$ cat src/rtl/ljf_pkg.sv
// Shared types, constants and codes for the Lennard-Jones pair force pipeline.
// No dependencies; every other file imports this package.
package ljf_pkg;

    localparam int EXP_W     = 12;
    localparam int COEF_W    = 48;
    localparam int FORCE_W   = 48;
    localparam int NUM_COEF  = 6;
    localparam int D_W       = 34;
    localparam int U_W       = 33;
    localparam int SQ_W      = 2 * U_W;
    localparam int R_W       = SQ_W + 1;
    localparam int NORM_W    = 72;
    localparam int PROD_W    = U_W + 32;

    // Reciprocal divider layout: three quotient bits per stage
    localparam int RCP_STAGES = 11;
    localparam int RCP_STEPS  = 3;

    // Register stage numbers of the main pipeline
    localparam int ST_PAIR = 24;
    localparam int ST_FRC  = 32;
    localparam int ST_OUT  = 35;

    // Configuration register indexes
    localparam logic [2:0] REG_REP_00 = 3'd0;
    localparam logic [2:0] REG_ATT_00 = 3'd1;
    localparam logic [2:0] REG_REP_01 = 3'd2;
    localparam logic [2:0] REG_ATT_01 = 3'd3;
    localparam logic [2:0] REG_REP_11 = 3'd4;
    localparam logic [2:0] REG_ATT_11 = 3'd5;
    localparam logic [2:0] REG_COUNT  = 3'd6;

    // Type pair codes
    localparam logic [1:0] PAIR_00 = 2'd0;
    localparam logic [1:0] PAIR_01 = 2'd1;
    localparam logic [1:0] PAIR_11 = 2'd2;

    localparam logic [FORCE_W-1:0] FORCE_MAX = 48'h7FFF_FFFF_FFFF;
    localparam logic [FORCE_W-1:0] FORCE_MIN = 48'h8000_0000_0000;

    typedef logic signed [EXP_W-1:0] t_exp;

    // Mantissa with bit 31 set, or zero, times 2^e
    typedef struct packed {
        logic [31:0] m;
        t_exp        e;
    } t_xnum;

    typedef struct packed {
        logic signed [31:0] pos_a_x;
        logic signed [31:0] pos_a_y;
        logic signed [31:0] pos_a_z;
        logic signed [31:0] pos_b_x;
        logic signed [31:0] pos_b_y;
        logic signed [31:0] pos_b_z;
        logic signed [31:0] image_shift_x;
        logic signed [31:0] image_shift_y;
        logic signed [31:0] image_shift_z;
        logic               species_a;
        logic               species_b;
    } t_in;

    typedef struct packed {
        logic signed [FORCE_W-1:0] force_x;
        logic signed [FORCE_W-1:0] force_y;
        logic signed [FORCE_W-1:0] force_z;
        logic                      saturated;
    } t_out;

endpackage

$ cat src/rtl/ljf_mul.sv
// Two-stage mantissa multiplier: 32x32 product, then one-bit normalize.
// Depends on ljf_pkg.
module ljf_mul (
    input  logic           i_clk,
    input  logic           i_en,
    input  ljf_pkg::t_xnum i_a,
    input  ljf_pkg::t_xnum i_b,
    output ljf_pkg::t_xnum o_z
);
    import ljf_pkg::*;

    logic [63:0] r_p;
    t_exp        r_e;
    t_xnum       r_z;

    // Multiply; a zero mantissa gives a zero product
    always_ff @(posedge i_clk) begin
        if (i_en) begin
            r_p <= 64'(i_a.m) * 64'(i_b.m);
            r_e <= i_a.e + i_b.e;
        end
    end

    // Keep the top 32 bits
    always_ff @(posedge i_clk) begin
        if (i_en) begin
            if (r_p[63]) begin
                r_z.m <= r_p[63:32];
                r_z.e <= r_e + EXP_W'(32);
            end else begin
                r_z.m <= r_p[62:31];
                r_z.e <= r_e + EXP_W'(31);
            end
        end
    end

    assign o_z = r_z;
endmodule

$ cat config.mk
export PLATFORM = sky130hd
export DESIGN_NAME = ljf_mul
export DESIGN_NICKNAME = d
export VERILOG_FILES = /design/src/rtl/ljf_pkg.sv /design/src/rtl/ljf_mul.sv
export SDC_FILE = /design/constraint.sdc
export NUM_CORES = 2
export LEC_CHECK = 0
export BUFFER_PORTS_ARGS = -buffer_cell sky130_fd_sc_hd__buf_2
export CAP_MARGIN = 40
export CORE_UTILIZATION = 55
export DETAILED_ROUTE_END_ITERATION = 10
export GPL_ROUTABILITY_DRIVEN = 1
export PLACE_DENSITY = 0.7
export SYNTH_ARGS = -nofsm -noshare
export SYNTH_HDL_FRONTEND = slang
export SYNTH_SLANG_ARGS = --single-unit
$ cat constraint.sdc
create_clock -name i_clk -period 18.2 [get_ports i_clk]
set_input_delay 3.64 -clock i_clk [delete_from_list [all_inputs] [get_ports i_clk]]
set_output_delay 3.64 -clock i_clk [all_outputs]
set_load 0.005 [all_outputs]
==> impl_metrics.ini <==
[placement]
place_hpwl_microns = 69900
dp_worst_setup_slack_ns = 6.21
portBuffers = 133
gp_congestion = 0.928

[timing]
rsz0062_at_grt = no
slew_headroom_pct = 33.6
skew_ns = 0.00840
worst_slack_ns = 6.51
setup_viol = 0
tns_ns = 0
fin_crit_ns = 11.69
final_max_slew_viol_count = 0
finalCritPeriodShare_pct = 64.2
fmax_ghz = 0.0856
whs_ns = 0.557
worst_pin_slew_ns = 0.996
hold_viol_final = 0

[logic_synthesis]
synth_top_family_by_area = adder cells
synthMuxAreaShare_pct = 0.995
synth_xor_area_share_pct = 1.33
postSynthCellCount = 3770
async_flop_share_pct = 0
yosys_warnings = 0
synthAdderAreaFrac_pct = 59.0
post_synth_instance_area_sq_um = 36200
synth-compound-area-share_pct = 3.31
ys_ff_latch = 89
postSynthAreaPerCell_sq_um = 9.60
ys_types = 59
yosys.area_share.simple_pct = 16.6
syn_nets = 5029
seq_area_frac_synth_pct = 7.38
synth_edf_count = 89
ys.flop_type = edfxtp_1

[detailed_routing]
finalWirelength_microns = 93300
first_iter_violations = 1491
wl_met3_microns = 5850
vias = 25100
avgRoutedWirePerCell_microns = 20.4
route.met2.wl_microns = 47200
top_layer = met5
drt_pass1_iterations = 5
wl_met1_microns = 36200
drc = 0
ant_nets = 0
post_drt_via_cell_ratio = 5.49

[clocking]
root_buffer = clkbuf_16
clk_latency_ns = 0.36
cts_max_level = 3
postCtsSetupRepairBufs = 0
clock-sinks = 89
cts_resized = 0
clockBufferDepth = 2
holdBufCountCts = 0
cts_tree = done
numCtsBuffers = 9
cts.clk_slew.worst_paths_ns = 0.07

[worst_setup_path]
slowest_delay_ns = 0.73
worstPathArrival_ns = 11.80
cp-start-kind = primary input
critPathSlowestCell = buf_2
required_ns = 18.31
cpMostUsedCell = fa_1
end_kind = flop
critPathKind = in2reg
cp_top_family = adder cells
worst-path-buf-inv = 6
crit_fanout = 32

[grt]
track_usage_pct = 29.5
gr-total-overflow = 0
grt_pass1_vias = 27700
grt_max_degree = 68
grt_first_pass_wirelength_microns = 151000
antenna_found_initial = 3

[flow_run]
max_cap_violations = 0

[final_layout]
layout.cells.most_common = fa_1
area_growth_pct = 3.79
fin_util_pct = 58.1
drive_gt1_share_pct = 5.80
multi_input_area_sq_um = 29400
mostFrequentLayoutCells = fa_1, inv_1, and2_1
ff_latch_area_sq_um = 2670
finalNetCount = 4980
fillers = 5711

[status]
status = finished clean

[die]
rows = 93
ioPinCount = 134
die_area_sq_um = 66900
die_w_microns = 259
die_y_microns = 259
start_util_pct = 56.0
core_sq_um = 64700

[worst_hold_path]
hp-class = reg2reg
[logic make-up after synthesis]
group,Yosys count
flip-flops,89
multiplexers,32
AND/OR/NAND/NOR,1165
adder cells (fa/ha/maj),1169
AO/OA/AOI/OAI,170
XOR/XNOR,55
buffers and inverters,1090
[final cells by class]
cell class                 count  share of cell area, %
timing repair buffer         149                   2.13
tap                          855                   2.85
sequential                    89                   7.11
clock inverter                 7                  0.193
antenna                        2                 0.0133
multi-input combinational   2591                   78.3
clock buffer                   9                  0.599
inverter                     881                   8.80
[worst paths after layout]
path         cells past startpoint      end    start  slack [ns]
max                             26  r_p[54]  i_b[35]        6.51
min                              1  o_z[11]  r_e[11]        0.56
max reg2reg                      6  o_z[11]  r_p[63]       16.18
min reg2reg                      1  o_z[11]  r_e[11]        0.56
[Yosys cell counts, drive strengths merged (2+ instances only)]
master / instances / share of area (%)
and2: 608 / 11
and4: 2 / 0.055
nor3: 11 / 0.17
nor2: 37 / 0.38
o21bai: 7 / 0.15
a21boi: 4 / 0.083
edfxtp: 89 / 7.4
o41ai: 2 / 0.048
a31oi: 6 / 0.16
and3: 6 / 0.10
inv: 881 / 9.1
or3: 2 / 0.035
o21ai: 31 / 0.44
fa: 896 / 50
o211ai: 4 / 0.097
clkbuf: 206 / 2.1
nand2: 462 / 4.8
nor4: 3 / 0.052
buf: 3 / 0.076
nand4: 13 / 0.22
a21o: 39 / 0.81
a21oi: 54 / 0.77
nor2b: 3 / 0.052
mux2: 32 / 1.0
nand2b: 3 / 0.052
xor2: 15 / 0.36
ha: 273 / 9.4
xnor2: 40 / 0.97
a211oi: 4 / 0.097
o31ai: 5 / 0.16
a221oi: 3 / 0.14
a311oi: 4 / 0.13
nand3: 13 / 0.18
[through the flow]
| step | instances | instance area [sq um] |
|---|---|---|
| global route | 4581 | 37600 |
| floorplan | 3770 | 36200 |
| global placement | 4564 | 37300 |
| finish | 4583 | 37600 |
| CTS | 4580 | 37500 |
| detailed placement | 4564 | 37300 |
[flip-flops by register name, indices dropped and copies added (netlist names)]
| signal | flops |
|---|---|
| o_z | 44 |
| r_e | 12 |
| r_p | 33 |
[routing by layer]
layer / vias up / GRT usage [%]
li1: 10900 / -
met1: 13200 / 37.8
met2: 902 / 51.1
met3: 228 / 3.82
met4: 2 / 11.3
met5: - / 0
Power is not shown: default switching activity piles up to over one toggle a cycle in this logic, so the estimate is an artifact.
