**config.mk**
```make
export PLATFORM = sky130hd
export DESIGN_NAME = ljf_recip
export DESIGN_NICKNAME = d
export VERILOG_FILES = /design/src/rtl/ljf_pkg.sv /design/src/rtl/ljf_recip.sv
export SDC_FILE = /design/constraint.sdc
export NUM_CORES = 2
export LEC_CHECK = 0
export CORE_MARGIN = 10
export CORE_UTILIZATION = 41
export DETAILED_ROUTE_END_ITERATION = 6
export DONT_BUFFER_PORTS = 1
export GPL_TIMING_DRIVEN = 0
export HOLD_SLACK_MARGIN = 0.05
export PLACE_DENSITY_LB_ADDON = 0.2
export SLEW_MARGIN = 20
export SYNTH_ARGS = -nofsm -noshare
export SYNTH_HDL_FRONTEND = slang
export SYNTH_SLANG_ARGS = --single-unit
```
**constraint.sdc**
```tcl
create_clock -name i_clk -period 25.5 [get_ports i_clk]
set_input_delay 2.55 -clock i_clk [delete_from_list [all_inputs] [get_ports i_clk]]
set_output_delay 2.55 -clock i_clk [all_outputs]
set_load 0.005 [all_outputs]
```
**src/rtl/ljf_pkg.sv**
```systemverilog
// Shared types, constants and codes for the Lennard-Jones pair force pipeline.
// No dependencies; every other file imports this package.
package ljf_pkg;

    localparam int EXP_W     = 12;
    localparam int COEF_W    = 48;
    localparam int FORCE_W   = 48;
    localparam int NUM_COEF  = 6;
    localparam int D_W       = 34;
    localparam int U_W       = 33;
    localparam int SQ_W      = 2 * U_W;
    localparam int R_W       = SQ_W + 1;
    localparam int NORM_W    = 72;
    localparam int PROD_W    = U_W + 32;

    // Reciprocal divider layout: three quotient bits per stage
    localparam int RCP_STAGES = 11;
    localparam int RCP_STEPS  = 3;

    // Register stage numbers of the main pipeline
    localparam int ST_PAIR = 24;
    localparam int ST_FRC  = 32;
    localparam int ST_OUT  = 35;

    // Configuration register indexes
    localparam logic [2:0] REG_REP_00 = 3'd0;
    localparam logic [2:0] REG_ATT_00 = 3'd1;
    localparam logic [2:0] REG_REP_01 = 3'd2;
    localparam logic [2:0] REG_ATT_01 = 3'd3;
    localparam logic [2:0] REG_REP_11 = 3'd4;
    localparam logic [2:0] REG_ATT_11 = 3'd5;
    localparam logic [2:0] REG_COUNT  = 3'd6;

    // Type pair codes
    localparam logic [1:0] PAIR_00 = 2'd0;
    localparam logic [1:0] PAIR_01 = 2'd1;
    localparam logic [1:0] PAIR_11 = 2'd2;

    localparam logic [FORCE_W-1:0] FORCE_MAX = 48'h7FFF_FFFF_FFFF;
    localparam logic [FORCE_W-1:0] FORCE_MIN = 48'h8000_0000_0000;

    typedef logic signed [EXP_W-1:0] t_exp;

    // Mantissa with bit 31 set, or zero, times 2^e
    typedef struct packed {
        logic [31:0] m;
        t_exp        e;
    } t_xnum;

    typedef struct packed {
        logic signed [31:0] pos_a_x;
        logic signed [31:0] pos_a_y;
        logic signed [31:0] pos_a_z;
        logic signed [31:0] pos_b_x;
        logic signed [31:0] pos_b_y;
        logic signed [31:0] pos_b_z;
        logic signed [31:0] image_shift_x;
        logic signed [31:0] image_shift_y;
        logic signed [31:0] image_shift_z;
        logic               species_a;
        logic               species_b;
    } t_in;

    typedef struct packed {
        logic signed [FORCE_W-1:0] force_x;
        logic signed [FORCE_W-1:0] force_y;
        logic signed [FORCE_W-1:0] force_z;
        logic                      saturated;
    } t_out;

endpackage

```
**src/rtl/ljf_recip.sv**
```systemverilog
// Pipelined reciprocal: floor(2^63 / m) by restoring division, three quotient
// bits per stage, then normalize. Depends on ljf_pkg.
module ljf_recip (
    input  logic           i_clk,
    input  logic           i_en,
    input  ljf_pkg::t_xnum i_x,
    output ljf_pkg::t_xnum o_z
);
    import ljf_pkg::*;

    localparam logic [31:0] REM_INIT = 32'h4000_0000;

    logic [31:0] r_rem [RCP_STAGES];
    logic [32:0] r_q   [RCP_STAGES];
    t_xnum       r_x   [RCP_STAGES];
    logic [31:0] c_rem_in [RCP_STAGES];
    logic [32:0] c_q_in   [RCP_STAGES];
    logic [31:0] c_m_in   [RCP_STAGES];
    logic [31:0] n_rem [RCP_STAGES];
    logic [32:0] n_q   [RCP_STAGES];
    t_xnum       r_z;

    // Stage inputs
    always_comb begin
        c_rem_in[0] = REM_INIT;
        c_q_in[0]   = '0;
        c_m_in[0]   = i_x.m;
        for (int j = 1; j < RCP_STAGES; j++) begin
            c_rem_in[j] = r_rem[j-1];
            c_q_in[j]   = r_q[j-1];
            c_m_in[j]   = r_x[j-1].m;
        end
    end

    // Shift, compare and subtract
    always_comb begin
        logic [32:0] sh;
        logic [31:0] rem;
        logic [32:0] q;
        logic        qb;
        sh  = '0;
        rem = '0;
        q   = '0;
        qb  = 1'b0;
        for (int j = 0; j < RCP_STAGES; j++) begin
            rem = c_rem_in[j];
            q   = c_q_in[j];
            for (int k = 0; k < RCP_STEPS; k++) begin
                sh = {rem, 1'b0};
                qb = (sh >= {1'b0, c_m_in[j]});
                if (qb) sh = sh - {1'b0, c_m_in[j]};
                rem = sh[31:0];
                q   = {q[31:0], qb};
            end
            n_rem[j] = rem;
            n_q[j]   = q;
        end
    end

    always_ff @(posedge i_clk) begin
        if (i_en) begin
            r_x[0] <= i_x;
            for (int j = 0; j < RCP_STAGES; j++) begin
                r_rem[j] <= n_rem[j];
                r_q[j]   <= n_q[j];
            end
            for (int j = 1; j < RCP_STAGES; j++) r_x[j] <= r_x[j-1];
        end
    end

    // Normalize the 33-bit quotient; keep zero as zero
    always_ff @(posedge i_clk) begin
        if (i_en) begin
            if (r_x[RCP_STAGES-1].m == '0) begin
                r_z.m <= '0;
                r_z.e <= '0;
            end else if (r_q[RCP_STAGES-1][32]) begin
                r_z.m <= r_q[RCP_STAGES-1][32:1];
                r_z.e <= -EXP_W'(63) - r_x[RCP_STAGES-1].e + EXP_W'(1);
            end else begin
                r_z.m <= r_q[RCP_STAGES-1][31:0];
                r_z.e <= -EXP_W'(63) - r_x[RCP_STAGES-1].e;
            end
        end
    end

    assign o_z = r_z;
endmodule

```
==> metrics.md <==
| Metric | Value |
|---|---|
| Worst reg2reg path depth | 39 |
| Clk pin slew, worst setup/hold paths | 60 ps |
| Share of layout cells above drive strength 1 | under 10% |
| Largest family of logic cells by synthesized area | compound AO/OA/AOI/OAI gates |
| DP HPWL | 236500 um |
| Top-Level Pins | 90 |
| Filler Cell Count | ~22k |
| DRT Pass-1 Iters | 6 |
| FFs w/ async S/R, synth | 0% |
| GRT Util Overall | 22.66% |
| Clk_lat worst skew | slightly above 800 ps |
| TritonCTS clock tree | built |
| Min-Delay Path Depth | 0 |
| Fmax | around 77 MHz |
| TritonCTS buffer count | between 100 and 150 |
| Core area | between 200000 and 250000 sq um |
| Mux share of post-synthesis cell area | under 10% |
| Crit. End Element | flop |
| Final period utilization | 50.84% |
| Worst-case clock skew | around 44 ps |
| Buffers on Ports | 0 |
| Critical Path RT | 26010 ps |
| Syn-to-layout area delta | 8.810% |
| Distinct cell type count after synthesis | 100 |
| Initial antenna violation count | 11 |
| Largest stage delay on the critical path | ~700 ps |
| Synth Cell Area | 92610 sq um |
| Sequential fraction of the synthesis area | roughly a third |
| Max-slew headroom | 25.90% |
| CTS Hold Bufs | 0 |
| Worst-Margin Slew | 1112 ps |
| Drt total wl | between 200000 and 300000 um |
| Number of global-route vias before repair | between 70k and 80k |
| Dominant synthesized flop cell | edfxtp_1 |
| Cell row count | roughly 170 |
| Yosys reg bits | roughly 1.0k |
| Period minus WS final | 12960 ps |
| Starting Density | between 40% and 50% |
| DRT iter0 DRCs | roughly 6.3k |
| Crit-path slowest cell | clkbuf_1 |
| Final Slew Violations | 0 |
| Total Neg Setup Slack | 0 ps |
| Fin util | 44.85% |
| Simple-gate share of the synthesized area | 12.90% |
| Postcts setup bufs | 0 |
| Syn Area/Cell | around 9.4 sq um |
| Final hold vios | 0 |
| Antenna Violating Nets Remaining | 0 |
| Worst Path Max Fanout | 10 |
| Arrival time at the worst endpoint | between 10000 and 15000 ps |
| Die H | approximately 500 um |
| Residual DRC count | 0 |
| Post-synth EDFFs | 1046 |
| H-tree depth | 3 |
| Outcome | finished clean |
| CTS Buffer Depth | 3 |
| Max-cap violations | 0 |
| First-pass GRT wire length | 436000 um |
| Vias per Instance | just under 6 |
| Post-synthesis xor/xnor area fraction | roughly 8.3% |
| Hold WS | roughly 400 ps |
| Synth warn | 0 |
| Synth Area in Adders | between 10% and 20% |
| Total Die Area | 245300 sq um |
| Num Clock Sinks | around 1.0k |
| Post-CTS sizing | 0 |
| Startpoint Class | primary input |
| Die width | around 500 um |
| Crit Path Class | in -> reg |
| Crit path top cell by count | a21oi_1 |
| Syn nets | between 10k and 15k |
| Hold/Removal Path Class | reg -> reg |
| Total grt overflow | 0 |
| # setup viols final | 0 |
| Compound-Gate Fraction of Synth Area | roughly a fifth |
| Post-Synthesis Cells | 9867 |
| Nets@finish | ~11k |
| RSZ-0062 raised after global routing | no |
| GPL Wtd Cong | about 0.95 |
| Vias | approximately 76k |
| Largest net degree at the start of global routing | between 200 and 250 |
| Root buffer cell | clkbuf_16 |
| Routed len/inst | approximately 22 um |
## synth_stat cells, types with 45 or more instances
master	n	area share, %
nor2_1	693	2.8
nand3_1	170	0.92
mux2i_1	61	0.66
a21oi_1	891	4.8
a21o_1	484	3.9
xnor2_1	592	5.6
clkbuf_1	144	0.58
nand4_1	125	0.84
o21a_1	175	1.4
and3_1	86	0.58
o21bai_1	139	1.1
xor2_1	285	2.7
nor2b_1	125	0.84
o31ai_1	72	0.58
o21ai_0	626	3.4
nor4_1	51	0.34
or3_1	49	0.33
nand2b_1	118	0.80
nand2_1	754	3.1
and2_1	56	0.38
a21boi_0	45	0.36
nor3_1	168	0.91
a211oi_1	71	0.58
inv_1	608	2.5
a31oi_1	94	0.63
ha_1	1007	14
edfxtp_1	1046	34
mux2_2	474	5.8
## sequential cells by signal (all words and copies together) (netlist names)
name and cells:
r_q 198, r_rem 320, r_x 484, o_z 44
## kinds of logic (layout without fill, tap and decap cells)
| group | after synthesis | in the layout |
|---|---|---|
| other cells | 0 | 7 |
| fa+ha+maj | 1017 | 1017 |
| mux | 561 | 561 |
| xor+xnor | 877 | 877 |
| compound gates | 3017 | 3017 |
| buf+inv | 821 | 1050 |
| flops | 1046 | 1046 |
| simple gates | 2528 | 2528 |
## routing by layer
metal,vias up,share of wire (%),GRT usage (%)
met3,469,5.1,2.215
met2,2216,46,37.59
met1,36370,44,30.32
li1,37070,-,-
met5,-,0.0045,0
met4,2,4.4,9.020
## worst paths after layout
kind         startpoint            to  slack, ps
min           r_x[4][2]     r_x[5][2]        400
max reg2reg  r_x[2][13]  r_rem[3][28]      12560
min reg2reg   r_x[4][2]     r_x[5][2]        400
max             i_x[12]  r_rem[0][25]      12540
## cell type report
class / instances / area [sq um] / area share [%]
repair buffers: 9 / 205.2 / 0.2036
diodes: 7 / 17.52 / 0.01738
plain buffers: 201 / 869.6 / 0.8629
well taps: 2992 / 3744 / 3.715
clock inverters: 84 / 1154 / 1.145
clock buffers: 136 / 3020 / 2.997
multi-input cells: 8000 / 58020 / 57.58
inverters: 620 / 2327 / 2.309
flip-flops and latches: 1046 / 31410 / 31.17
## stage by stage
stage	cells	area, sq um	setup WS, ps
finish	13100	100800	12540
global placement	12860	96360	12060
detailed placement	12870	96550	12030
global route	13090	100800	11850
CTS	13090	100700	12760
floorplan	9867	92610	15420
## critical path, delay by kind of cell
family          cells  cell delay, ps
compound gates     18            4830
buf+inv             7            3120
simple gates        9            1880
fa+ha+maj           3            1050
## placed cells by master, fill, tap and decap left out, types with 125 or more instances in the layout
cell type / netlist / layout
a21o_1: 484 / 484
a21oi_1: 891 / 891
clkbuf_1: 144 / 160
edfxtp_1: 1046 / 1046
ha_1: 1007 / 1007
inv_1: 608 / 608
mux2_2: 474 / 474
nand2_1: 754 / 754
nand3_1: 170 / 170
nand4_1: 125 / 125
nor2_1: 693 / 692
nor2b_1: 125 / 125
nor3_1: 168 / 168
o21a_1: 175 / 175
o21ai_0: 626 / 626
o21bai_1: 139 / 139
xnor2_1: 592 / 592
xor2_1: 285 / 285
Power is left out: the tool's default activity adds up to more than one toggle a clock period on the data nets, which glitch-free logic cannot reach.
