### src/rtl/ljf_pkg.sv
// Shared types, constants and codes for the Lennard-Jones pair force pipeline.
// No dependencies; every other file imports this package.
package ljf_pkg;

    localparam int EXP_W     = 12;
    localparam int COEF_W    = 48;
    localparam int FORCE_W   = 48;
    localparam int NUM_COEF  = 6;
    localparam int D_W       = 34;
    localparam int U_W       = 33;
    localparam int SQ_W      = 2 * U_W;
    localparam int R_W       = SQ_W + 1;
    localparam int NORM_W    = 72;
    localparam int PROD_W    = U_W + 32;

    // Reciprocal divider layout: three quotient bits per stage
    localparam int RCP_STAGES = 11;
    localparam int RCP_STEPS  = 3;

    // Register stage numbers of the main pipeline
    localparam int ST_PAIR = 24;
    localparam int ST_FRC  = 32;
    localparam int ST_OUT  = 35;

    // Configuration register indexes
    localparam logic [2:0] REG_REP_00 = 3'd0;
    localparam logic [2:0] REG_ATT_00 = 3'd1;
    localparam logic [2:0] REG_REP_01 = 3'd2;
    localparam logic [2:0] REG_ATT_01 = 3'd3;
    localparam logic [2:0] REG_REP_11 = 3'd4;
    localparam logic [2:0] REG_ATT_11 = 3'd5;
    localparam logic [2:0] REG_COUNT  = 3'd6;

    // Type pair codes
    localparam logic [1:0] PAIR_00 = 2'd0;
    localparam logic [1:0] PAIR_01 = 2'd1;
    localparam logic [1:0] PAIR_11 = 2'd2;

    localparam logic [FORCE_W-1:0] FORCE_MAX = 48'h7FFF_FFFF_FFFF;
    localparam logic [FORCE_W-1:0] FORCE_MIN = 48'h8000_0000_0000;

    typedef logic signed [EXP_W-1:0] t_exp;

    // Mantissa with bit 31 set, or zero, times 2^e
    typedef struct packed {
        logic [31:0] m;
        t_exp        e;
    } t_xnum;

    typedef struct packed {
        logic signed [31:0] pos_a_x;
        logic signed [31:0] pos_a_y;
        logic signed [31:0] pos_a_z;
        logic signed [31:0] pos_b_x;
        logic signed [31:0] pos_b_y;
        logic signed [31:0] pos_b_z;
        logic signed [31:0] image_shift_x;
        logic signed [31:0] image_shift_y;
        logic signed [31:0] image_shift_z;
        logic               species_a;
        logic               species_b;
    } t_in;

    typedef struct packed {
        logic signed [FORCE_W-1:0] force_x;
        logic signed [FORCE_W-1:0] force_y;
        logic signed [FORCE_W-1:0] force_z;
        logic                      saturated;
    } t_out;

endpackage

### src/rtl/ljf_norm.sv
// Two-stage normalizer: bit length of a 72-bit word, then a left shift to a
// 32-bit mantissa with truncation. Depends on ljf_pkg.
module ljf_norm (
    input  logic                        i_clk,
    input  logic                        i_en,
    input  logic [ljf_pkg::NORM_W-1:0]  i_v,
    input  ljf_pkg::t_exp               i_base,
    output ljf_pkg::t_xnum              o_z
);
    import ljf_pkg::*;

    logic [NORM_W-1:0] r_v;
    logic [6:0]        r_bl;
    t_exp              r_base;
    logic [6:0]        n_bl;
    logic [NORM_W-1:0] c_sh;
    t_xnum             r_z;

    // Find the bit length
    always_comb begin
        n_bl = '0;
        for (int i = 0; i < NORM_W; i++) begin
            if (i_v[i]) n_bl = 7'(i + 1);
        end
    end

    always_ff @(posedge i_clk) begin
        if (i_en) begin
            r_v    <= i_v;
            r_bl   <= n_bl;
            r_base <= i_base;
        end
    end

    // Shift the leading one to the top; a zero word stays zero
    assign c_sh = r_v << (7'(NORM_W) - r_bl);

    always_ff @(posedge i_clk) begin
        if (i_en) begin
            r_z.m <= c_sh[NORM_W-1 -: 32];
            r_z.e <= r_base + EXP_W'(r_bl) - EXP_W'(32);
        end
    end

    assign o_z = r_z;
endmodule

### src/rtl/ljf_fsub.sv
// Signed difference of two nonnegative numbers: order and align, subtract in a
// 63-bit window, then normalize. Depends on ljf_pkg and ljf_norm.
module ljf_fsub (
    input  logic           i_clk,
    input  logic           i_en,
    input  ljf_pkg::t_xnum i_a,
    input  ljf_pkg::t_xnum i_b,
    output ljf_pkg::t_xnum o_f,
    output logic           o_neg
);
    import ljf_pkg::*;

    logic              c_a_gt;
    logic [31:0]       r_big_m;
    t_exp              r_big_e;
    logic [31:0]       r_small_m;
    logic [EXP_W:0]    r_diff;
    logic              r_neg [3];
    logic [62:0]       c_y;
    logic [62:0]       r_dif;
    t_exp              r_e;

    // Pick the larger operand; a zero subtrahend leaves the minuend
    always_comb begin
        if (i_b.m == '0) c_a_gt = 1'b1;
        else if (i_a.m == '0) c_a_gt = 1'b0;
        else c_a_gt = (i_a.e > i_b.e) || ((i_a.e == i_b.e) && (i_a.m > i_b.m));
    end

    always_ff @(posedge i_clk) begin
        if (i_en) begin
            r_neg[0] <= !c_a_gt;
            if (c_a_gt) begin
                r_big_m   <= i_a.m;
                r_big_e   <= i_a.e;
                r_small_m <= i_b.m;
                r_diff    <= {i_a.e[EXP_W-1], i_a.e} - {i_b.e[EXP_W-1], i_b.e};
            end else begin
                r_big_m   <= i_b.m;
                r_big_e   <= i_b.e;
                r_small_m <= i_a.m;
                r_diff    <= {i_b.e[EXP_W-1], i_b.e} - {i_a.e[EXP_W-1], i_a.e};
            end
        end
    end

    // Align the smaller operand, truncating what falls off
    always_comb begin
        if (r_small_m == '0 || r_diff > (EXP_W+1)'(62)) c_y = '0;
        else c_y = {r_small_m, 31'b0} >> r_diff[5:0];
    end

    always_ff @(posedge i_clk) begin
        if (i_en) begin
            r_dif    <= {r_big_m, 31'b0} - c_y;
            r_e      <= r_big_e - EXP_W'(31);
            r_neg[1] <= r_neg[0];
            r_neg[2] <= r_neg[1];
        end
    end

    ljf_norm u_norm (
        .i_clk  (i_clk),
        .i_en   (i_en),
        .i_v    ({9'b0, r_dif}),
        .i_base (r_e),
        .o_z    (o_f)
    );

    // Hold the sign alongside the normalizer
    logic r_neg_out;
    always_ff @(posedge i_clk) begin
        if (i_en) r_neg_out <= r_neg[2];
    end
    assign o_neg = r_neg_out;
endmodule

### config.mk
export PLATFORM = sky130hd
export DESIGN_NAME = ljf_fsub
export DESIGN_NICKNAME = d
export VERILOG_FILES = /design/src/rtl/ljf_pkg.sv /design/src/rtl/ljf_norm.sv /design/src/rtl/ljf_fsub.sv
export SDC_FILE = /design/constraint.sdc
export NUM_CORES = 1
export LEC_CHECK = 0
export BUFFER_PORTS_ARGS = -buffer_cell sky130_fd_sc_hd__buf_2
export CAP_MARGIN = 20
export CORE_MARGIN = 3
export CORE_UTILIZATION = 45
export DETAILED_ROUTE_END_ITERATION = 10
export HOLD_SLACK_MARGIN = 0.06
export SLEW_MARGIN = 20
export SYNTH_ARGS = -nofsm -noshare
export SYNTH_HDL_FRONTEND = slang
export SYNTH_HIERARCHICAL = 1
export SYNTH_SLANG_ARGS = --single-unit
### constraint.sdc
create_clock -name i_clk -period 7.8 [get_ports i_clk]
set_input_delay 0.39 -clock i_clk [delete_from_list [all_inputs] [get_ports i_clk]]
set_output_delay 0.39 -clock i_clk [all_outputs]
set_load 0.005 [all_outputs]
==> results of run 1 <==
-- worst paths after layout --
path,from,end,cells after the start
worst max-delay path,r_diff[1],r_dif[61],20
worst min-delay path,i_b[8],r_big_e[8],3
worst max register to register,r_diff[1],r_dif[61],20
worst min register to register,r_e[1],u_norm/r_base[1],0
-- synth_stat cells (12+ instances only) --
library cell    n
edfxtp_1      303
nand2_1       268
nor2_1        174
a21oi_1       149
o21ai_0       144
ha_1          107
inv_1         105
mux4_2         98
a21o_1         78
mux2i_1        78
clkbuf_1       71
mux2_2         70
xnor2_1        54
nor4_1         50
nor3_1         45
nand3_1        37
xor2_1         36
o22ai_1        33
a211oi_1       29
buf_2          28
nand4_1        27
nand2b_1       25
nor2b_1        23
buf_1          22
o211ai_1       22
a31oi_1        21
and2_1         15
and3_1         14
o31ai_1        12
-- layer usage --
layer | wire, um | GRT usage | part of all wire | up-vias
met2 | 35370 | 0.4361 | 0.49 | 668
met1 | 29960 | 0.3207 | 0.41 | 9279
met4 | 3782 | 0.1206 | 0.052 | 0
li1 | - | - | - | 9226
met3 | 3686 | 0.03578 | 0.051 | 174
met5 | 0 | 0 | 0 | -
-- final cells by class --
cell class,count,area share
sequential,303,0.3435
clock buffer,41,0.03632
clock inverter,25,0.008974
multi-input combinational,1854,0.5287
timing repair buffer,165,0.03495
tap,680,0.03212
inverter,109,0.01544
-- registers in the layout, summed over array words and instances (netlist names), 3 cells and up --
register	flops
r_big_e	12
r_big_m	32
r_dif	63
r_diff	13
r_e	12
r_neg	3
r_small_m	32
u_norm/o_z	44
u_norm/r_base	12
u_norm/r_bl	7
u_norm/r_v	72
-- power breakdown --
group	switching (uW)	internal [uW]	total [uW]
sequential	165	2060	2220
combinational	1430	892	2320
clock	689	998	1690
-- tightest hold or removal path, stage by stage --
cell and delay (ns):
buf_2 0.10, nand2_1 0.04, o21ai_0 0.06
-- through the flow --
step	hold slack [ns]	cells	worst slack [ns]
6_report	0.1418	3177	1.959
5_1_grt	0.1487	3177	1.635
4_1_cts	0.1115	3177	2.069
3_5_place_dp	0.4045	3111	2.071
3_3_place_gp	0.4017	3111	2.173
2_1_floorplan	0.4003	2399	2.690
-- kinds of logic after synthesis --
| logic type | after synthesis | share of synthesized area |
|---|---|---|
| buffers and inverters | 242 | 0.04304 |
| adder cells (fa/ha/maj) | 110 | 0.05861 |
| AND/OR/NAND/NOR | 720 | 0.1422 |
| flip-flops | 303 | 0.3812 |
| XOR/XNOR | 92 | 0.03439 |
| multiplexers | 255 | 0.1649 |
| AO/OA/AOI/OAI | 635 | 0.1755 |
| other | 1 | 0.0001571 |
==> qor.yml, run 1 <==
status: "complete, no violations"
cp_top_family: "compound AO/OA/AOI/OAI gates"
area_growth_pct: 11.00
final_util: 0.5102
vias: 19347
diodes: 0
cts_buffer_depth: 3
ant_nets: 0
synthCells: 2358
tritoncts: "done"
fp.coreArea_sq_um: 51920
synthArstFlopShare: 0
hold_viol_final: 0
cts_root_buf: "clkbuf_16"
drt_wl_total_um: 72800
setup_viol: 0
cap_violations: 0
crit_arrival_ns: 6.15
crit_type: "reg2reg"
dieArea_sq_um: 55840
timing.fmax_ghz: 0.1712
wl_per_cell_um: 22.91
peakVddDrop_mv: 0.1311
crit_fanout: 32
cellPowerDensity_nw_per_um2: 235.2
layout_common_cells: "edfxtp_1 (303), nand2_1 (268), nor2_1 (173)"
post-synth-top-area-cell: "edfxtp_1"
synth_enable_flop_cells: 303
finalPower_uw: 6231
drt_iter0_markers: 1514
grt_pass1_vias: 18612
antenna_found_initial: 0
post-route-drc-count: 0
synthTopCellsByArea: "edfxtp_1 (38%), mux4_2 (9.2%), ha_1 (5.6%)"
period_minus_slack_ns: 5.841
cp_slowest_cell: "clkinv_1"
cp.required_ns: 8.11
skew_ns: 0.01655
fin_area_sq_um: 26490
chipHeight_um: 236.3
ff_latch_area_sq_um: 9099
fill_cells: 4785
postCtsSetupRepairBufs: 0
synth_warnings: 6
crit_path_cell_trace: "buf_4, clkinv_1, mux4_2, nand2_1, o21ai_0, nand2_1, o211ai_1, ha_1, a21o_1, a21o_1, a21o_1, a21oi_1, o21ai_0, a221o_1, a21o_1, a221o_1, a31o_2, a211oi_2, o21ai_2, xor2_1"
worstMarginPinSlew_ns: 1.007
hpwl_um: 56840
regToRegSetupSlack_ns: 1.96
htreeDepth: 2
final_common_cell: "edfxtp_1"
avgSynthCellArea_sq_um: 10.12
cts-resized-gates: 0
rows: 83
relSlewSlack: 0.3286
crit_top_cell: "a21o_1"
groute.usage.overall: 0.2557
drive_above_1_share: 0.1746
grt_max_degree: 116
ys_ff_latch: 303
yosysSeqAreaShare: 0.3812
worstSetupStartpointType: "flip-flop"
cp_num_buf_inv: 2
slew_viol_final: 0
firstDrtPassIters: 5
die_w_um: 236.3
start_util: 0.4596
gp_congestion: 0.9767
rsz0062_at_grt: "false"
slowest_delay_ns: 0.84
hold_class: "in2reg"
syn_area_sq_um: 23870
period_share: 0.7489
synth.distinct_cells: 106
grt_pass1_wl_um: 111800
numPortBuffers: 134
ys.flop_type: "edfxtp_1"
vias_per_cell: 6.090
ctsHoldBuffers: 0
clk_pin_slew_ns: 0.06
critPathCaptureType: "flip-flop"
io_pins: 135
cts_inserted_buffers: 37
overflow: 0
total_leakage_power_uw: 0.01030
cts_sinks: 303
yosysTopAreaCellShare: 0.3812
multi_input_area_sq_um: 14010
finalSetupTns_ns: 0
detailed_place.area_sq_um: 25290
fin_nets: 2670
clkLatencyLatePin_ns: 0.56
Power figures use the tool's default switching activity.
==> run 2, diff against run 1 <==
--- a/config.mk
+++ b/config.mk
@@ -5,6 +5,7 @@
 export SDC_FILE = /design/constraint.sdc
 export NUM_CORES = 1
 export LEC_CHECK = 0
+export ABC_AREA = 1
 export BUFFER_PORTS_ARGS = -buffer_cell sky130_fd_sc_hd__buf_2
 export CAP_MARGIN = 20
 export CORE_MARGIN = 3
==> constraint.sdc (replaced) <==
create_clock -name i_clk -period 5.7 [get_ports i_clk]
set_input_delay 0.285 -clock i_clk [delete_from_list [all_inputs] [get_ports i_clk]]
set_output_delay 0.285 -clock i_clk [all_outputs]
set_load 0.005 [all_outputs]
==> run 2 against run 1 <==
Net effect: total power rose by 35%; highest routed layer unchanged; clock skew barely moved; largest power group unchanged; first-iteration DRC count rose by 44%; critical endpoint is now r_dif[47]; core utilization rose by 0.44 points; fmax rose by 25%; wire length rose by 13%; flip-flop and latch count did not move; setup slack got worse by 0.94 ns; die area rose by 5.0%; final cell count rose by 36%.
==> qor.yml, run 2 <==
period_share: 0.8222  # was 0.7489
synth_enable_flop_cells: 303  # unchanged
grt_util_met1: 0.3408  # was 0.3207
synth_warnings: 6  # unchanged
hold_class: "in2reg"  # unchanged
syn_area_sq_um: 25100  # was 23870 sq um
status: "complete, no violations"  # unchanged
synthArstFlopShare: 0  # unchanged
ys_ff_latch: 303  # unchanged
worstMarginPinSlew_ns: 0.9388  # was 1.007 ns
grt_max_degree: 145  # was 116
overflow: 0  # unchanged
fin_nets: 3749  # was 2670
cts_sinks: 303  # unchanged
setup_viol: 0  # unchanged
netlist_top_cells_count: "nand2_1 (1112), nand3_1 (464), edfxtp_1 (303)"  # was edfxtp_1 (303), nand2_1 (268), nor2_1 (174)
antenna_found_initial: 0  # unchanged
io_pins: 135  # unchanged
worstSetupStartpointType: "flip-flop"  # unchanged
ys.flop_type: "edfxtp_1"  # unchanged
final_util: 0.5145  # was 0.5102
grt.busiest_layer: "met2"  # unchanged
ant_nets: 0  # unchanged
cellPowerDensity_nw_per_um2: 300.3  # was 235.2 nW/um^2
cts-resized-gates: 0  # unchanged
layout_common_cells: "nand2_1 (1112), nand3_1 (464), edfxtp_1 (303)"  # was edfxtp_1 (303), nand2_1 (268), nor2_1 (173)
fin_area_sq_um: 28020  # was 26490 sq um
drt_wl_total_um: 82390  # was 72800 um
final_common_cell: "nand2_1"  # was edfxtp_1
grtUsageMet2: 0.4690  # was 0.4361
synthCells: 3415  # was 2358
cts_inserted_buffers: 36  # was 37
detailed_place.area_sq_um: 26340  # was 25290 sq um
fill_cells: 5391  # was 4785
setup_ws_ns: 1.014  # was 1.959 ns
clk_pin_slew_ns: 0.06  # about the same
synthTopCellsByArea: "edfxtp_1 (36%), nand2_1 (17%), nand3_1 (9.3%)"  # was edfxtp_1 (38%), mux4_2 (9.2%), ha_1 (5.6%)
post-route-drc-count: 0  # unchanged
dp_slack_ns: 1.161  # was 2.071 ns
clkLatencyLatePin_ns: 0.56  # about the same
groute.usage.overall: 0.2724  # was 0.2557
crit_fanout: 40  # was 32
die_w_um: 242.2  # was 236.3 um
timing.fmax_ghz: 0.2134  # was 0.1712 GHz
numPortBuffers: 134  # unchanged
top_register: "u_norm/r_v"  # unchanged
total_leakage_power_uw: 0.01320  # was 0.01030 uW
firstDrtPassIters: 8  # was 5
vias_per_cell: 5.465  # was 6.090
gp_congestion: 0.9741  # was 0.9767
largest_reg_flops: 72  # unchanged
yosysTopAreaCellShare: 0.3625  # was 0.3812
hpwl_um: 66290  # was 56840 um
wl_per_cell_um: 19.10  # was 22.91 um
fp.coreArea_sq_um: 54450  # was 51920 sq um
synth_most_common_cell: "nand2_1"  # was edfxtp_1
area_growth_pct: 11.61  # was 11.00%
diodes: 0  # unchanged
cts_buffer_depth: 3  # unchanged
chipHeight_um: 242.2  # was 236.3 um
finalSetupTns_ns: 0  # unchanged
cap_violations: 0  # unchanged
crit_type: "reg2reg"  # unchanged
fin_cells: 4314  # was 3177
drive_above_1_share: 0.1027  # was 0.1746
tritoncts: "done"  # unchanged
vias: 23578  # was 19347
dieArea_sq_um: 58650  # was 55840 sq um
period_minus_slack_ns: 4.686  # was 5.841 ns
grtUsageMet3: 0.03221  # was 0.03578
crit_arrival_ns: 5.00  # was 6.15 ns
skew_ns: 0.01648  # was 0.01655 ns
cts_root_buf: "clkbuf_16"  # unchanged
yosysSeqAreaShare: 0.3625  # was 0.3812
synth.distinct_cells: 67  # was 106
rsz0062_at_grt: "false"  # unchanged
htreeDepth: 2  # unchanged
critPathCaptureType: "flip-flop"  # unchanged
relSlewSlack: 0.3742  # was 0.3286
cp.required_ns: 6.01  # was 8.11 ns
drt_iter0_markers: 2183  # was 1514
rows: 85  # was 83
avgSynthCellArea_sq_um: 7.351  # was 10.12 sq um
post-synth-top-area-cell: "edfxtp_1"  # unchanged
grt_pass1_vias: 22294  # was 18612
grt_pass1_wl_um: 125400  # was 111800 um
start_util: 0.4610  # was 0.4596
peakVddDrop_mv: 0.3238  # was 0.1311 mV
slew_viol_final: 0  # unchanged
dp.cells: 4192  # was 3111
hold_viol_final: 0  # unchanged
[run 2: changes by cell type after synthesis, sizes merged, moves of 31 or more]
| cell | previous run | this run |
|---|---|---|
| nand2 | 268 | 1142 |
| nor2 | 174 | 254 |
| bufinv | 0 | 38 |
| mux2 | 75 | 0 |
| a21oi | 150 | 119 |
| inv | 106 | 303 |
| a21o | 79 | 3 |
| mux4 | 100 | 0 |
| nand3 | 38 | 485 |
[run 2: where the power goes]
part           switching (uW)  internal [uW]
registers                 198           2840
logic                    2150           1080
clock network             933           1220
total                    3280           5130
[run 2: kinds of logic (layout without fill, tap and decap cells)]
group / count (synthesis) / count (layout) / share of synthesized area
other: 1 / 29 / 0.0001494
XOR/XNOR: 78 / 78 / 0.02721
AO/OA/AOI/OAI: 387 / 387 / 0.08713
buffers and inverters: 496 / 628 / 0.1017
flip-flops: 303 / 303 / 0.3625
multiplexers: 52 / 52 / 0.02073
adder cells (fa/ha/maj): 110 / 110 / 0.05572
AND/OR/NAND/NOR: 1988 / 1988 / 0.3449
[run 2: final cells by class]
type	count	area, sq um	area share
Multi-Input combinational cell	2644	13580	0.4848
Sequential cell	303	9099	0.3247
Inverter	343	1826	0.06515
Timing Repair Buffer	221	1491	0.05323
Tap cell	739	924.6	0.03300
Clock buffer	41	919.6	0.03282
Clock inverter	23	173.9	0.006207
[run 2: timing repair]
| item | 4_1_cts | 5_1_grt |
|---|---|---|
| hold buffers | 58 | 0 |
| setup buffers | 0 | 0 |
| hold endpoints to repair | 47 | 0 |
[run 2: through the flow]
stage	hold slack, ns	power (uW)
after CTS	0.06095	8442
after global placement	0.4040	6201
after global routing	0.08775	8928
after floorplan	0.3975	5201
final	0.09372	8414
after detailed placement	0.4045	6222
[run 2: final timing paths]
check                 start  cells past startpoint               end  slack [ns]
setup / recovery  r_diff[2]                     18         r_dif[47]        1.01
hold / removal      i_a[36]                      3     r_small_m[24]        0.09
setup reg to reg  r_diff[2]                     18         r_dif[47]        1.01
hold reg to reg      r_e[0]                      0  u_norm/r_base[0]        0.42
[run 2: routing by layer]
metal,vias up,share of wire
li1,11690,-
met1,10963,0.42
met2,741,0.48
met3,184,0.049
met4,0,0.052
met5,-,0
[run 2: critical path: stages (launching register included)]
cell and delay (ns):
edfxtp_1 0.67, inv_2 0.64, nand3_1 0.21, nand3_1 0.13, nand2_1 0.13, nand2_1 0.13, nand3_1 0.10, ha_1 0.42
nand2_1 0.13, nor2_1 0.12, nor2_1 0.07, o21a_1 0.20, o21a_1 0.23, o21ai_0 0.33, inv_1 0.15, o21ai_0 0.43
a21oi_1 0.17, nand3_1 0.12, nand2_1 0.05
==> run 3, diff against run 2 <==
==> constraint.sdc (replaced) <==
create_clock -name i_clk -period 4.2 [get_ports i_clk]
set_input_delay 0.21 -clock i_clk [delete_from_list [all_inputs] [get_ports i_clk]]
set_output_delay 0.21 -clock i_clk [all_outputs]
set_load 0.005 [all_outputs]
==> run 3 against run 2 <==
Net effect: sequential share of layout area decreased by 1.2 points; via count increased by 2.1%; combinational power increased by 42%; flip-flop and latch count unchanged; final cell count increased by 2.3%; final area increased by 3.9%; fmax increased by 15%; register-to-register slack got worse by 0.90 ns; non-clock buffer count increased by 99; highest routed layer unchanged; sequential power increased by 35%.
==> qor.yml, run 3 (synthesis results as in run 2) <==
hold_viol_final: 0  # unchanged
cp.required_ns: 4.61  # was 6.01 ns
chipHeight_um: 242.2  # unchanged
cts_inserted_buffers: 36  # unchanged
period_minus_slack_ns: 4.086  # was 4.686 ns
slowest_delay_ns: 0.40  # was 0.67 ns
groute.usage.overall: 0.2793  # was 0.2724
largest_reg_flops: 72  # unchanged
rows: 85  # unchanged
tritoncts: "done"  # unchanged
hpwl_um: 66490  # was 66290 um
fp.coreArea_sq_um: 54450  # unchanged
hold_class: "in2reg"  # unchanged
worstMarginPinSlew_ns: 1.209  # was 0.9388 ns
detailed_place.area_sq_um: 26750  # was 26340 sq um
dp.cells: 4233  # was 4192
cts_buffer_depth: 3  # unchanged
clk_pin_slew_ns: 0.06  # about the same
crit_top_cell: "nand2_1"
ant_nets: 0  # unchanged
die_w_um: 242.2  # unchanged
timing.fmax_ghz: 0.2447  # was 0.2134 GHz
worstSetupStartpointType: "flip-flop"  # unchanged
fin_area_sq_um: 29120  # was 28020 sq um
dieArea_sq_um: 58650  # unchanged
start_util: 0.4610  # unchanged
peakVddDrop_mv: 0.2633  # was 0.3238 mV
fill_cells: 5299  # was 5391
crit_arrival_ns: 4.50  # was 5.00 ns
grt_pass1_wl_um: 130100  # was 125400 um
relSlewSlack: 0.1914  # was 0.3742
setup_viol: 0  # unchanged
vias_per_cell: 5.456  # was 5.465
cap_violations: 0  # unchanged
drt_wl_total_um: 83780  # was 82390 um
fin_nets: 3848  # was 3749
total_leakage_power_uw: 0.01373  # was 0.01320 uW
top_register: "u_norm/r_v"  # unchanged
grt_pass1_vias: 23092  # was 22294
drt_iter0_markers: 1940  # was 2183
drive_above_1_share: 0.1143  # was 0.1027
cp_slowest_cell: "edfxtp_1"  # unchanged
wl_per_cell_um: 18.98  # was 19.10 um
cellPowerDensity_nw_per_um2: 403.7  # was 300.3 nW/um^2
crit_type: "reg2reg"  # unchanged
critPathCaptureType: "flip-flop"  # unchanged
fin_hold_ws_ns: 0.1020  # was 0.09372 ns
status: "complete, no violations"  # unchanged
slew_viol_final: 0  # unchanged
diodes: 0  # unchanged
fin_cells: 4414  # was 4314
cts_sinks: 303  # unchanged
gp_congestion: 0.9845  # was 0.9741
crit_fanout: 3  # was 40
vias: 24081  # was 23578
post-route-drc-count: 0  # unchanged
rsz0062_at_grt: "true"  # was false
area_growth_pct: 16.00  # was 11.61%
firstDrtPassIters: 6  # was 8
skew_ns: 0.02516  # was 0.01648 ns
finalSetupTns_ns: 0  # unchanged
numPortBuffers: 134  # unchanged
postCtsSetupRepairBufs: 0  # unchanged
final_common_cell: "nand2_1"  # unchanged
htreeDepth: 2  # unchanged
period_share: 0.9728  # was 0.8222
layout_common_cells: "nand2_1 (1112), nand3_1 (464), edfxtp_1 (303)"  # unchanged
grt_max_degree: 92  # was 145
cts_root_buf: "clkbuf_16"  # unchanged
io_pins: 135  # unchanged
finalPower_uw: 11750  # was 8414 uW
antenna_found_initial: 0  # unchanged
overflow: 0  # unchanged
clkLatencyLatePin_ns: 0.56  # about the same
run 3: cell types whose count changed in the layout (fill, tap and decap cells not counted), sizes merged:
cell | before | now
bufinv | 39 | 41
clkinv | 18 | 19
clkbuf | 41 | 40
buf | 163 | 204
clkinvlp | 4 | 2
inv | 305 | 306
dlygate4sd3 | 58 | 116
run 3: where the power goes:
part	internal (uW)	total, uW	leakage [uW]	switching, uW
registers	3850	4110	0.00303	257
logic	1630	4590	0.0101	2960
clock network	1780	3050	0.000564	1270
run 3: what timing repair did:
action | in CTS | in global routing
hold endpoints to repair | 74 | 0
hold buffers | 116 | 0
endpoints found under the setup margin | 0 | 13
gates resized for setup | 0 | 15
run 3: critical path, delay by kind of cell (launching register included):
family / cells / cell delay [ns]
buffers and inverters: 1 / 0.07
DFF: 1 / 0.40
AOI/OAI and AO/OA: 1 / 0.11
and+or+nand+nor: 69 / 3.42
run 3: final timing paths:
path         startpoint             end  slack (ns)  cells after the start
max            r_dif[1]  u_norm/r_bl[0]        0.11                     71
min             i_a[28]     r_big_m[16]        0.10                      3
max reg2reg    r_dif[1]  u_norm/r_bl[0]        0.11                     71
min reg2reg    r_neg[0]        r_neg[1]        0.42                      0
run 3: through the flow:
stage	setup WS, ns	utilization
3_5_place_dp	0.08490	0.4913
6_report	0.1142	0.5348
4_1_cts	0.08147	0.5339
5_1_grt	-0.6187	0.5348
3_3_place_gp	0.01290	0.4913
2_1_floorplan	0.2505	-
run 3: area by class of cell:
type	instances	area (sq um)	share of cell area
Clock buffer	40	915.9	0.03145
Clock inverter	25	245.2	0.008421
Sequential cell	303	9099	0.3125
Timing Repair Buffer	320	2487	0.08542
Multi-Input combinational cell	2644	13620	0.4678
Tap cell	739	924.6	0.03175
Inverter	343	1826	0.06269
run 3: metal layers:
layer | share of wire | GRT usage | up-vias
met3 | 0.049 | 0.02922 | 151
met1 | 0.43 | 0.3646 | 11277
met2 | 0.48 | 0.4795 | 769
li1 | - | - | 11884
met5 | 0 | 0 | -
met4 | 0.039 | 0.1034 | 0
